### config.mk
export PLATFORM = sky130hd
export DESIGN_NAME = seven_segment_frame_sequencer_core
export DESIGN_NICKNAME = d
export VERILOG_FILES = /design/src/design/ssfs_pkg.sv /design/src/design/seven_segment_frame_sequencer_core.sv
export SDC_FILE = /design/constraint.sdc
export NUM_CORES = 1
export LEC_CHECK = 0
export BUFFER_PORTS_ARGS = -buffer_cell sky130_fd_sc_hd__clkbuf_2
export CAP_MARGIN = 20
export CORE_ASPECT_RATIO = 0.7
export CORE_MARGIN = 4
export CORE_UTILIZATION = 55
export DETAILED_ROUTE_END_ITERATION = 16
export PLACE_DENSITY = 0.74
export RECOVER_POWER = 100
export SKIP_LAST_GASP = 1
export SYNTH_ARGS = -nofsm -noshare
export SYNTH_HDL_FRONTEND = slang
export SYNTH_SLANG_ARGS = --single-unit
### constraint.sdc
create_clock -name clk_i -period 14.64 [get_ports clk_i]
set_clock_uncertainty 0.1 [all_clocks]
set_input_delay 3.66 -clock clk_i [delete_from_list [all_inputs] [get_ports clk_i]]
set_output_delay 3.66 -clock clk_i [all_outputs]
set_load 0.02 [all_outputs]
### src/design/ssfs_pkg.sv
// Shared types, constants and segment tables for the frame sequencer.
package ssfs_pkg;

  typedef enum logic [1:0] {
    CmdBright = 2'd0,
    CmdNumber = 2'd1,
    CmdPair   = 2'd2,
    CmdLetter = 2'd3
  } cmd_e;

  typedef enum logic [1:0] {
    SymStart = 2'd0,
    SymData  = 2'd1,
    SymStop  = 2'd2
  } sym_e;

  localparam logic [7:0] BrightBase = 8'h88;
  localparam logic [7:0] DataMode   = 8'h40;
  localparam logic [5:0] AddrHigh   = 6'b110000;  // upper bits of 0xC0..0xC3
  localparam logic [6:0] PairMax    = 7'd99;

  // floor(n / 10) = (n * 52429) >> 19, exact for n below 43699
  localparam logic [15:0] DivTenMul = 16'd52429;
  // floor(v / 10) = (v * 205) >> 11, exact for v up to 99
  localparam logic [7:0]  DivTenSmall = 8'd205;

  localparam int unsigned StepW = 5;
  localparam logic [StepW-1:0] BrightLastStep  = 5'd2;
  localparam logic [StepW-1:0] FrameFirstStep  = 5'd3;
  localparam logic [StepW-1:0] LetterFirstStep = 5'd15;
  localparam logic [StepW-1:0] LastStep        = 5'd18;

  function automatic logic [7:0] digit_pat(input logic [3:0] d);
    logic [7:0] p;
    case (d)
      4'd0:    p = 8'h3F;
      4'd1:    p = 8'h06;
      4'd2:    p = 8'h5B;
      4'd3:    p = 8'h4F;
      4'd4:    p = 8'h66;
      4'd5:    p = 8'h6D;
      4'd6:    p = 8'h7D;
      4'd7:    p = 8'h07;
      4'd8:    p = 8'h7F;
      4'd9:    p = 8'h6F;
      default: p = 8'h00;
    endcase
    return p;
  endfunction

  function automatic logic [7:0] glyph_pat(input logic [4:0] g);
    logic [7:0] p;
    case (g)
      5'd0:    p = 8'h40;
      5'd1:    p = 8'h77;
      5'd2:    p = 8'h7C;
      5'd3:    p = 8'h39;
      5'd4:    p = 8'h5E;
      5'd5:    p = 8'h79;
      5'd6:    p = 8'h71;
      5'd7:    p = 8'h3D;
      5'd8:    p = 8'h74;
      5'd9:    p = 8'h06;
      5'd10:   p = 8'h0E;
      5'd11:   p = 8'h38;
      5'd12:   p = 8'h37;
      5'd13:   p = 8'h3F;
      5'd14:   p = 8'h73;
      5'd15:   p = 8'h31;
      5'd16:   p = 8'h6D;
      5'd17:   p = 8'h78;
      5'd18:   p = 8'h3E;
      default: p = 8'h00;  // blank, also for out-of-range codes
    endcase
    return p;
  endfunction

endpackage

### src/design/seven_segment_frame_sequencer_core.sv
// Top level: expands one display command into start/data/stop bus beats.
//
//   channel | direction | handshake                | payload
//   in      | input     | in_valid_i / in_ready_o  | command, level, number,
//           |           |                          | left/right_value, glyph, position
//   out     | output    | out_valid_o / out_ready_i| symbol, payload, last
//
// One output beat per cycle while the out channel is not stalled, from the single
// output register: brightness is 3 beats, letter 4, number and pair 19. The next
// command is accepted in the cycle the previous command's last beat is loaded into
// the output register. Number digits are peeled off one per frame by a
// multiply-by-reciprocal. Reset clears the busy flag and output valid; a stalled
// out channel holds the output register, and the step counter while busy.
module seven_segment_frame_sequencer_core (
  input  logic        clk_i,
  input  logic        rst_ni,
  input  logic        in_valid_i,
  output logic        in_ready_o,
  input  logic [1:0]  command_i,
  input  logic [2:0]  level_i,
  input  logic [13:0] number_i,
  input  logic signed [7:0] left_value_i,
  input  logic signed [7:0] right_value_i,
  input  logic [4:0]  glyph_i,
  input  logic [1:0]  position_i,
  output logic        out_valid_o,
  input  logic        out_ready_i,
  output logic [1:0]  symbol_o,
  output logic [7:0]  payload_o,
  output logic        last_o
);
  import ssfs_pkg::*;

  logic             busy_q;
  logic [StepW-1:0] step_q;
  cmd_e             cmd_q;
  logic [7:0]       byte_q;   // brightness byte or letter pattern
  logic [1:0]       pos_q;
  logic [13:0]      num_q;
  logic [15:0]      digs_q;   // pair digits, next one in the low nibble

  logic             out_valid_q;
  logic [1:0]       symbol_q;
  logic [7:0]       payload_q;
  logic             last_q;

  logic             advance, emit, accept, seq_last;
  cmd_e             cmd_in;

  // pair clamp and split
  logic [6:0]  left_c, right_c;
  logic [14:0] left_p, right_p;
  logic [3:0]  left_t, right_t, left_u, right_u;

  // number digit
  logic [29:0] num_p;
  logic [10:0] num_div;
  logic [13:0] num_rem;

  // current beat
  logic [3:0]  rel;
  logic [1:0]  frame, phase;
  logic [1:0]  sym_d;
  logic [7:0]  pay_d;
  logic [3:0]  digit;

  function automatic logic [6:0] clamp99(input logic signed [7:0] v);
    logic [6:0] r;
    if (v[7]) begin
      r = 7'd0;
    end else if (v[6:0] > PairMax) begin
      r = PairMax;
    end else begin
      r = v[6:0];
    end
    return r;
  endfunction

  assign cmd_in = cmd_e'(command_i);

  assign left_c  = clamp99(left_value_i);
  assign right_c = clamp99(right_value_i);
  assign left_p  = 15'(left_c) * 15'(DivTenSmall);
  assign right_p = 15'(right_c) * 15'(DivTenSmall);
  assign left_t  = left_p[14:11];
  assign right_t = right_p[14:11];
  assign left_u  = 4'(left_c - 7'(left_t) * 7'd10);
  assign right_u = 4'(right_c - 7'(right_t) * 7'd10);

  assign num_p   = 30'(num_q) * 30'(DivTenMul);
  assign num_div = num_p[29:19];
  assign num_rem = num_q - 14'(num_div) * 14'd10;

  assign advance  = !out_valid_q || out_ready_i;
  assign emit     = busy_q && advance;
  assign seq_last = (cmd_q == CmdBright) ? (step_q == BrightLastStep) : (step_q == LastStep);
  assign in_ready_o = !busy_q || (advance && seq_last);
  assign accept   = in_valid_i && in_ready_o;

  assign rel   = 4'(step_q - FrameFirstStep);
  assign frame = rel[3:2];
  assign phase = rel[1:0];
  assign digit = (cmd_q == CmdPair) ? digs_q[3:0] : num_rem[3:0];

  always_comb begin
    sym_d = SymStart;
    pay_d = 8'h00;
    if (step_q < FrameFirstStep) begin
      case (step_q[1:0])
        2'd0:    sym_d = SymStart;
        2'd1: begin
          sym_d = SymData;
          pay_d = (cmd_q == CmdBright) ? byte_q : DataMode;
        end
        default: sym_d = SymStop;
      endcase
    end else begin
      case (phase)
        2'd0: sym_d = SymStart;
        2'd1: begin
          sym_d = SymData;
          case (cmd_q)
            CmdNumber: pay_d = {AddrHigh, ~frame};  // units digit goes to 0xC3
            CmdPair:   pay_d = {AddrHigh, frame};
            default:   pay_d = {AddrHigh, pos_q};
          endcase
        end
        2'd2: begin
          sym_d = SymData;
          pay_d = (cmd_q == CmdLetter) ? byte_q : digit_pat(digit);
        end
        default: sym_d = SymStop;
      endcase
    end
  end

  always_ff @(posedge clk_i or negedge rst_ni) begin
    if (!rst_ni) begin
      busy_q <= 1'b0;
      step_q <= '0;
    end else if (accept) begin
      busy_q <= 1'b1;
      step_q <= (cmd_in == CmdLetter) ? LetterFirstStep : '0;
    end else if (emit) begin
      if (seq_last) begin
        busy_q <= 1'b0;
      end else begin
        step_q <= step_q + 5'd1;
      end
    end
  end

  always_ff @(posedge clk_i) begin
    if (accept) begin
      cmd_q  <= cmd_in;
      pos_q  <= position_i;
      num_q  <= number_i;
      digs_q <= {right_u, right_t, left_u, left_t};
      byte_q <= (cmd_in == CmdBright) ? (BrightBase | {5'd0, level_i}) : glyph_pat(glyph_i);
    end else if (emit && step_q >= FrameFirstStep && phase == 2'd3) begin
      num_q  <= 14'(num_div);
      digs_q <= {4'd0, digs_q[15:4]};
    end
  end

  always_ff @(posedge clk_i or negedge rst_ni) begin
    if (!rst_ni) begin
      out_valid_q <= 1'b0;
    end else if (advance) begin
      out_valid_q <= busy_q;
    end
  end

  always_ff @(posedge clk_i) begin
    if (emit) begin
      symbol_q  <= sym_d;
      payload_q <= pay_d;
      last_q    <= seq_last;
    end
  end

  assign out_valid_o = out_valid_q;
  assign symbol_o    = symbol_q;
  assign payload_o   = payload_q;
  assign last_o      = last_q;

endmodule

* Word-level counts from Yosys, hierarchy flattened
Memories as Yosys holds them, arrays and structs flattened.
Index checks and enable logic that the tools add are counted.
** Word-level totals
- Flip-flop bits (word level) :: 60
- Word-level logic and storage cells :: 87
- Output and inout bits :: 13
- ROM bits :: 336
- Bits of input ports :: 46
- Memories kept :: 2
** Operators by class
- Reductions and logical operators :: 19
- $mul :: 6
- Bitwise logic cells :: 1
- $lt $le $gt $ge :: 4
- $add $sub $neg :: 5
- Equal/unequal tests :: 11
- Muxes and demuxes :: 27
** Memory list
- (no name shown) :: words 32, width 7, read ports 1, clocked after memory_dff 0, wr ports 0, RTL line ssfs_pkg.sv:53 : case (g)
- (no name shown) :: words 16, width 7, read ports 1, clocked after memory_dff 0, wr ports 0, RTL line ssfs_pkg.sv:35 : case (d)
** Operators with widths (number)
- 16-bit 2-to-1 mux :: 2
- 8-bit 2-to-1 mux :: 4
- 14-bit by 16-bit multiplier with 30-bit output (second input constant) :: 1
- 7-bit by 8-bit multiplier with 15-bit output (second input constant) :: 2
- 14-bit 2-to-1 mux :: 2
- 7-bit 2-to-1 mux :: 4
- 8-bit case mux with 2 select lines :: 1
- 5-bit 2-to-1 mux :: 3
- 7-bit > comparator (second input constant) :: 2
- 2-bit case mux with 2 select lines :: 3
- 4-bit subtractor :: 3
- 11-bit by 3-bit multiplier with 3-bit output (second input constant) :: 1
- 2-bit equality test (second input constant) :: 5
- 2-bit logical NOT :: 4
- 4-bit by 3-bit multiplier with 3-bit output (second input constant) :: 2
- 4-bit 2-to-1 mux :: 2
- 2-bit by 1-bit equality test with 1-bit output (second input constant) :: 3
- 2-bit nonzero test :: 3
- 5-bit by 1-bit adder with 5-bit output (second input constant) :: 1
- 5-bit by 2-bit equality test with 1-bit output (second input constant) :: 1
- 5-bit equality test (second input constant) :: 1
- 5-bit by 2-bit greater-or-equal comparator with 1-bit output (second input constant) :: 1
- 1-bit logical AND :: 5
- 5-bit by 2-bit < comparator with 1-bit output (second input constant) :: 1
- 10 further kinds :: 16

* Depth between registers and ports, before layout
Gate-level depths: netlist (run 1).
An unclocked memory read counts as a cell.
- Depth after elaboration :: 8
- Mapped depth :: 28
- Gate-level depth less buffers :: 28

* Least setup slack after synthesis (run 1)
Ideal clock, no wire load.
- Path type :: input-to-reg
- Start point :: input right_value_i[6]
- End point :: register digs_q[15] (data pin)
- Cell stages on the path :: 19
- Data arrival time :: 7.863 ns
- Path buffers :: 0
- Setup slack :: 6.411 ns
- Library setup time :: 0.266 ns
- Data required time :: 14.274 ns
- Cell sequence :: a21oi_1 -> and2_1 -> ha_1 -> fa_1 -> ha_1 -> fa_1 -> ha_1 -> a211o_1 -> a31oi_1 -> o21bai_1 -> a21oi_1 -> xnor2_1 -> ha_1 -> inv_1 -> fa_1 -> xnor2_1 -> xor3_1 -> xor2_1 -> nor2_1
** Between the ends
- Longest elaborated chain between the ends :: 7
** Ends and longest elaborated chain
- from (decl) :: RTL line seven_segment_frame_sequencer_core.sv:23 : input logic signed [7:0] right_value_i,
- 7-bit > comparator :: RTL line seven_segment_frame_sequencer_core.sv:71 : end else if (v[6:0] > PairMax) begin
- 7-bit 2-to-1 mux (*) :: RTL line seven_segment_frame_sequencer_core.sv:71
- 7-bit 2-to-1 mux (*) :: RTL line seven_segment_frame_sequencer_core.sv:69 : if (v[7]) begin
- 7-bit by 8-bit multiplier with 15-bit output :: RTL line seven_segment_frame_sequencer_core.sv:84 : assign right_p = 15'(right_c) * 15'(DivTenSmall);
- 4-bit by 3-bit multiplier with 3-bit output :: RTL line seven_segment_frame_sequencer_core.sv:88 : assign right_u = 4'(right_c - 7'(right_t) * 7'd10);
- 4-bit subtractor (*) :: RTL line seven_segment_frame_sequencer_core.sv:88
- 16-bit 2-to-1 mux (*) :: RTL line seven_segment_frame_sequencer_core.sv:154 : if (accept) begin
- to (signal assigned) :: RTL line seven_segment_frame_sequencer_core.sv:158 : digs_q <= {right_u, right_t, left_u, left_t};
- to (signal assigned) :: RTL line seven_segment_frame_sequencer_core.sv:162 : digs_q <= {4'd0, digs_q[15:4]};
- to (decl) :: RTL line seven_segment_frame_sequencer_core.sv:40 : logic [15:0] digs_q;
Every way passes the cells marked *; elsewhere a longest branch is shown, timed or not.
A chain may end at the register's enable or synchronous reset.

* Final worst setup path (run 1)
- Start point :: input right_value_i[7]
- End point :: register digs_q[15] (data pin)
** Between the ends
- Longest elaborated chain between the ends :: 5
** Ends and longest elaborated chain (RTL line)
- 7-bit 2-to-1 mux (*) :: seven_segment_frame_sequencer_core.sv:69
- 7-bit by 8-bit multiplier with 15-bit output :: seven_segment_frame_sequencer_core.sv:84
- 4-bit by 3-bit multiplier with 3-bit output :: seven_segment_frame_sequencer_core.sv:88
- 4-bit subtractor (*) :: seven_segment_frame_sequencer_core.sv:88
- 16-bit 2-to-1 mux (*) :: seven_segment_frame_sequencer_core.sv:154
Marked as above.

==> summary by stage, run 1 <==
Synthesis
In this run the cell area of the synthesized design comes to 0.008479 mm². The synthesized flop and latch total is 60. The number of nets handed over by synthesis was about 1.2k. Yosys printed 0 warnings. The average cell area after synthesis is about 10 µm². The number of standard cells after synthesis is 850.

Counting flops with an async set or reset pin after synthesis yields a share of 11.67%. Of the synthesized area, sequential elements account for between 20% and 30%. The leading register cell type out of synthesis is edfxtp_1. The number of distinct library cells after synthesis is just over 60.

Counting flops with a built-in enable in the synthesized netlist gives 53.

Detailed routing
Once detail routing completed, the nets flagged for antenna violations numbered 0. The average wire per cell in the routed design is around 16 µm. The residual DRC count is 0. The first detailed-routing pass took 5 iterations. The violation count after the first detailed-routing iteration is roughly 380. For this block, the routed nets add up to between 15 and 20 mm of wire. Detailed routing inserted a total of 6054 vias. The post-detailed-route via-to-cell ratio is between 5 and 6.

Setup path
Data on the critical path is required at its endpoint by roughly 15000 ps. The critical path is of the primary input to flip-flop type. The data arrival at the endpoint of the critical path is about 8500 ps. The critical path launch point type is a primary input. The capturing element type of the critical path is a flip-flop. Along the worst path, the maximum fanout reaches 6. The endpoint identified for the worst register-to-register timing path is payload_o[0]$_DFFE_PP_. The reg2reg setup slack is between 6000 and 7000 ps. The depth of the worst register-to-register path is 25.

In this run the critical register-to-register path is launched from num_q[8]$_DFFE_PP_.

STA
The total count of hold-check failures in the final report is 0. The worst pin sits at a relative slew slack of -22.30%. Setup slack on the critical path of the routed design comes to between 6000 and 7000 ps. Setup repair after global routing left no endpoint under its margin.

The accumulated negative setup slack is 0 ps. At the pin with the least slew margin, the transition time is ~1800 ps. The max-slew violation total from the final report came to 73. The number of endpoints failing setup at the final stage is 0.

The maximum clock frequency is 116.5 MHz. The final critical path time including I/O delays and setup is 8586 ps. Dividing the final minimum period by the clock period gives about three fifths.

Clocking
The number of buffers inserted to repair setup after CTS is 0. The largest buffer count on any clock path is 2. The H-tree generated during clock tree synthesis spans 3 levels. After clock tree synthesis, the repair step resized 0 gates. The clock transition at the register clock pins on the worst setup and hold paths after CTS is ~50 ps. The tree is rooted in a clkbuf_16. The insertion delay of the later-clocked pin in the worst-skew pair is between 300 and 400 ps. Clock tree synthesis found a total of 60 sinks. Counting the buffers created by CTS gives 9.

The count of hold-fix buffers inserted at cts is 0. TritonCTS built the clock tree.

Flow run
The number of max-cap violations is 2.

Global routing
The total congestion overflow after global routing is 0. For this run, the total global-route usage over all layers was measured as a little over a fifth. The number of antenna violations at the first check in global routing is 0. Entering global routing, the biggest net connects 42 pins. The number of global-route vias before repair came to slightly above 6k. The first global-routing pass estimated about 30 mm of wire.

Layout
The number of antenna diodes in the final layout is 0. Leaving out filler cells and counting taps, the final layout contains 1109. Relative to the synthesized area, the layout overhead comes to 8.942%. The commonest non-fill, non-tap cell in the layout is ha_1. The fraction of final layout cells sized beyond drive strength 1 is 7.768%.

The layout has between 1k and 1.5k filler cells. The library cells used most frequently in the layout, excluding fill and tap cells, are 196 x ha_1, 143 x inv_1, 71 x fa_1. The layout net count is between 1k and 1.5k.

Die
The initial standard-cell utilization of the core is approximately 57%. The die is roughly 160 µm wide. The area of the die is approximately 0.017 mm². The row count is 37. The die is 111.9 µm tall. The number of primary I/O pins is 59. The region available for standard cell placement spans ~0.015 mm².

Placement
The post-placement worst setup slack is just under 6000 ps. The final estimated routing congestion in global placement is between 0.9 and 1. The number of buffers added on ports is 58. The final HPWL from detailed placement is approximately 15 mm. Including well taps, the total number of placed cells is ~1.1k.

Outcome
The flow ran to the end, but the final reports show violations. The final reports fail on max-capacitance violations, max-slew violations.

Hold path
The tightest min-delay check is of the flip-flop to flip-flop type. Counting instances, the worst hold path has a depth of 1. The origin of the worst min-delay path is busy_q$_DFFE_PN0P_. The worst hold path terminates at out_valid_o$_DFFE_PN0P_.
how the worst max path moves through the flow:
stage,slack [ps],from,endpoint,cells past startpoint
4_1_cts,6230,right_value_i[7],digs_q[15]$_SDFFCE_PN0P_,20
2_1_floorplan,6410,right_value_i[6],digs_q[15]$_SDFFCE_PN0P_,19
3_5_place_dp,5900,right_value_i[7],digs_q[15]$_SDFFCE_PN0P_,20
5_1_grt,5680,num_q[8]$_DFFE_PP_,payload_o[0]$_DFFE_PP_,25
3_3_place_gp,6120,right_value_i[7],digs_q[15]$_SDFFCE_PN0P_,20
6_report,6050,right_value_i[7],digs_q[15]$_SDFFCE_PN0P_,20
critical path, cell delays in order:
cell and delay [ps]:
clkbuf_1 140, a21oi_1 260, and2_0 310, ha_1 320, fa_1 490, ha_1 330, fa_1 470, ha_1 220
a211o_1 280, a31oi_1 210, o21bai_1 90, a21oi_1 260, xnor2_1 190, ha_1 180, inv_1 50, fa_1 370
xnor2_1 200, xor3_1 260, xor2_1 140, nor2_1 50
logic make-up (layout without fill, tap and decap cells):
kind of cell	count (synthesis)	after routing	share of synthesized area, %
AO/OA/AOI/OAI	124	124	9.533
adder cells (fa/ha/maj)	267	267	45.68
buffers and inverters	155	219	6.906
XOR/XNOR	47	47	5.238
AND/OR/NAND/NOR	188	188	10.58
flip-flops	60	60	20.84
multiplexers	9	9	1.225
state kept, by name, summed over array words and instances, names as in the netlist, 2 cells and up:
name       cells
byte_q         8
cmd_q          2
digs_q        16
num_q         14
payload_o      8
pos_q          2
step_q         5
symbol_o       2
layer usage:
metal	global-route usage (%)	up-vias	part of all wire, %
li1	-	3008	-
met1	34.16	2891	52
met2	30.97	142	41
met3	5.089	13	6.0
met4	3.699	0	0.81
met5	0	-	0
synthesized netlist by cell type (10+ instances only):
cell type  instances  area, µm²
a21oi_1           43      215.2
and2_1            11      68.82
and3_1            10      62.56
clkbuf_1          10      37.54
edfxtp_1          53       1592
fa_1              71       1421
ha_1             196       2452
inv_1            143      536.8
nand2_1           67      251.5
nand2b_1          10      62.56
nor2_1            46      172.7
nor3_1            10      50.05
o21ai_0           30      150.1
xnor2_1           25      219.0
xor2_1            20      175.2
through the flow:
stage	util (%)	instance area [µm²]	hold slack, ps
detailed placement	60.24	8980	382.5
global placement	60.24	8980	384.6
CTS	62.38	9299	398.5
finish	61.97	9238	396.1
global route	61.97	9238	432.6
floorplan	-	8479	348.4
area by class of cell:
class                      count  area (µm²)  area share [%]
inverter                     143       536.8           5.811
clock buffer                  14       306.5           3.318
sequential                    60        1767           19.12
clock inverter                 2       12.51          0.1354
tap                          195       244.0           2.641
timing repair buffer          60       274.0           2.966
multi-input combinational    635        6097           66.00
Power of run 1 is left out: the tool's default activity adds up to more than one toggle a clock period on the data nets, which glitch-free logic cannot reach.
==> inputs of run 2 (changes only) <==
--- a/config.mk
+++ b/config.mk
@@ -11,7 +11,7 @@
 export CORE_MARGIN = 4
 export CORE_UTILIZATION = 55
 export DETAILED_ROUTE_END_ITERATION = 16
-export PLACE_DENSITY = 0.74
+export PLACE_DENSITY = 0.77
 export RECOVER_POWER = 100
 export SKIP_LAST_GASP = 1
 export SYNTH_ARGS = -nofsm -noshare
==> constraint.sdc (replaced) <==
create_clock -name clk_i -period 7.5 [get_ports clk_i]
set_clock_uncertainty 0.1 [all_clocks]
set_input_delay 1.875 -clock clk_i [delete_from_list [all_inputs] [get_ports clk_i]]
set_output_delay 1.875 -clock clk_i [all_outputs]
set_load 0.02 [all_outputs]
==> run 2 against run 1 <==
Net effect:
- the run still ends with max-capacitance violations, max-slew violations left
- first-iteration DRC count rose by 10%
- count of clock-buffer cells in the layout fell by 4
- design area rose by 1.7%
- final cell count rose by 0.90%
- die area did not move
- non-clock buffer count rose by 10
- sequential cell count did not move
- via count rose by 2.1%
- global-route usage fell by 0.44 points
- critical path depth rose by 6
- hold slack got worse by 8.4 ps
- routed wire length rose by 1.6%
- critical endpoint is now payload_o[0]$_DFFE_PP_
==> summary by stage, run 2 (synthesis gave the netlist of run 1 again) <==
STA
The number of endpoints failing setup at the final stage is 0. The max-slew violation total from the final report came to 73. The final critical path time including I/O delays and setup is ~7200 ps.

The tightest hold path in the finished design has a slack of 387.7 ps. The total count of hold-check failures in the final report is 0. The headroom to the max-slew limit is -20.24%. The maximum clock frequency is 138.2 MHz. The period utilization is 96.50%. The transition time at the pin with the least slew margin is between 1500 and 2000 ps.

Detailed routing
The average wire per cell in the routed design is 16.42 µm. The remaining antenna violation count after routing is 0. The residual DRC count is 0. The total routed wirelength is 18.38 mm.

The number of iterations in the first detailed-routing pass is 5. Using the TritonRoute via totals, the vias-per-cell ratio works out to 5.525. The routed via count is between 6k and 7k.

The violation count after the first detailed-routing iteration is 415.

Clocking
Clock tree synthesis inserted a total of 9 buffers. The largest buffer count on any clock path is 2. The buffer type at the clock tree root is clkbuf_16. The count of H-tree levels built during CTS is 3. The count of clock tree sinks is 60. The insertion delay of the later-clocked pin in the worst-skew pair is about 340 ps. The clock tree from TritonCTS is done. Clock-pin slew was measured on the worst setup and hold paths at approximately 60 ps.

Placement
Summing all placed instances gives a cell area of roughly 0.009 mm². The final HPWL from detailed placement is about 15 mm. The final estimated routing congestion in global placement is approximately 0.9. The number of buffers added on ports is 58.

Setup path
The worst register-to-register path has a depth of 26. The data arrival at the endpoint of the critical path is approximately 7300 ps. The setup path with the least slack is of type flip-flop to flip-flop.

The endpoint of the lowest-slack register-to-register path is payload_o[0]$_DFFE_PP_. The top fanout value on the critical path is 7. The critical register-to-register path startpoint is num_q[9]$_DFFE_PP_. The required time at the worst-slack endpoint is roughly 7500 ps. STA classifies the critical path startpoint as a flip-flop.

Setup slack on the worst reg-to-reg path comes out at 260 ps. STA classifies the critical path endpoint as a flip-flop.

Global routing
Global routing used between 20% and 30% of the available tracks. The maximum number of pins on one net before global-route repair is 42. The number of global-route vias before repair is around 6.1k. The total overflow left after global routing is 0. The number of antenna violations at the first check in global routing is 0.

The first global-routing pass estimated between 20 and 30 mm of wire.

Hold path
The startpoint identified for the worst hold timing path is busy_q$_DFFE_PN0P_. The tightest min-delay check is of the flip-flop to flip-flop type. Along the worst hold path, the cell count comes to 1. The path with the worst hold slack has its endpoint at out_valid_o$_DFFE_PN0P_.

Layout
Leaving out fill and tap cells, the most frequent cell in the layout is ha_1. digs_q holds more flip-flops than any other register. At the end of the flow, the number of nets in the layout was 1232. The relative area change from synthesis to final layout is 10.82%. The final core utilization is approximately 63%. The design area is 0.009397 mm². The fill cell total of the finished layout is 1231. The flip-flop count of the largest register after layout is 16. The number of antenna cells inserted is 0. The largest registers in the layout are digs_q: 16 flops, num_q: 14 flops. The library cells used most frequently in the layout, excluding fill and tap cells, are 193 x ha_1, 143 x inv_1, 70 x fa_1. The fraction of final layout cells sized beyond drive strength 1 is under 10%.

Die
The area of the die is 0.01750 mm². The die boundary height is approximately 110 µm. The core region is between 0.01 and 0.015 mm². The initial standard-cell utilization of the core is 56.88%.

The row count is 37. The chip width is about 160 µm. In this run the count of I/O pins placed on the die edge is slightly below 60.

Flow run
The number of max-cap violations is 2.

Outcome
The checks that failed: max-capacitance violations, max-slew violations. The flow ran to the end, but the final reports show violations.
run 2: cell count changes in the layout (fill, tap and decap cells not counted), moves of 2 or more:
cell | before | now
ha_1 | 196 | 193
clkbuf_8 | 2 | 0
clkinv_4 | 0 | 3
buf_4 | 0 | 9
ha_4 | 0 | 2
run 2: final cells by class:
class	instances	area (µm²)	share of cell area (%)
Clock buffer	10	250.2	2.663
Clock inverter	6	70.07	0.7457
Inverter	143	536.8	5.712
Multi-Input combinational cell	635	6183	65.81
Sequential cell	60	1767	18.80
Tap cell	195	244.0	2.597
Timing Repair Buffer	70	345.3	3.675
run 2: worst max-delay path by stage:
stage	end	start	cells past startpoint
floorplan	payload_o[5]$_DFFE_PP_	num_q[12]$_SDFFCE_PN0P_	25
global placement	payload_o[5]$_DFFE_PP_	num_q[12]$_SDFFCE_PN0P_	25
detailed placement	payload_o[5]$_DFFE_PP_	num_q[12]$_SDFFCE_PN0P_	25
CTS	payload_o[5]$_DFFE_PP_	num_q[12]$_SDFFCE_PN0P_	25
global route	payload_o[5]$_DFFE_PP_	num_q[9]$_DFFE_PP_	24
finish	payload_o[0]$_DFFE_PP_	num_q[9]$_DFFE_PP_	26
run 2: metrics by stage:
| stage | instances | setup WS [ps] | TNS [ps] |
|---|---|---|---|
| floorplan | 850 | 501.9 | 0 |
| global route | 1119 | -122.2 | -275.9 |
| global placement | 1096 | 246.0 | 0 |
| detailed placement | 1096 | 94.47 | 0 |
| finish | 1119 | 262.7 | 0 |
| CTS | 1112 | 37.76 | 0 |
run 2: timing repair:
item                                    in CTS  in global routing
endpoints found under the setup margin       0                  7
buffers inserted                             0                  7
hold buffers                                 0                  0
hold endpoints to repair                     0                  0
gates resized for setup                      0                  8
run 2: critical path, cell delays in order (launching register included):
cell	delay [ps]
edfxtp_1	470
ha_4	310
inv_1	60
fa_2	590
fa_1	440
fa_1	540
inv_1	50
fa_1	510
inv_1	60
fa_1	500
inv_1	60
ha_4	270
nand4_4	130
or2_0	240
o22ai_2	200
nor4_2	100
xnor2_1	230
ha_2	200
inv_1	40
fa_1	370
xnor2_1	170
xnor2_2	270
nor2_1	110
a221oi_4	420
buf_4	190
nand2_1	60
o311ai_0	310
run 2: metal layers:
metal	share of wire [%]	track usage (%)
met1	51	33.13
met2	42	30.43
met3	6.0	4.662
met4	1.3	4.740
met5	0	0
Power of run 2 is left out for the same reason.
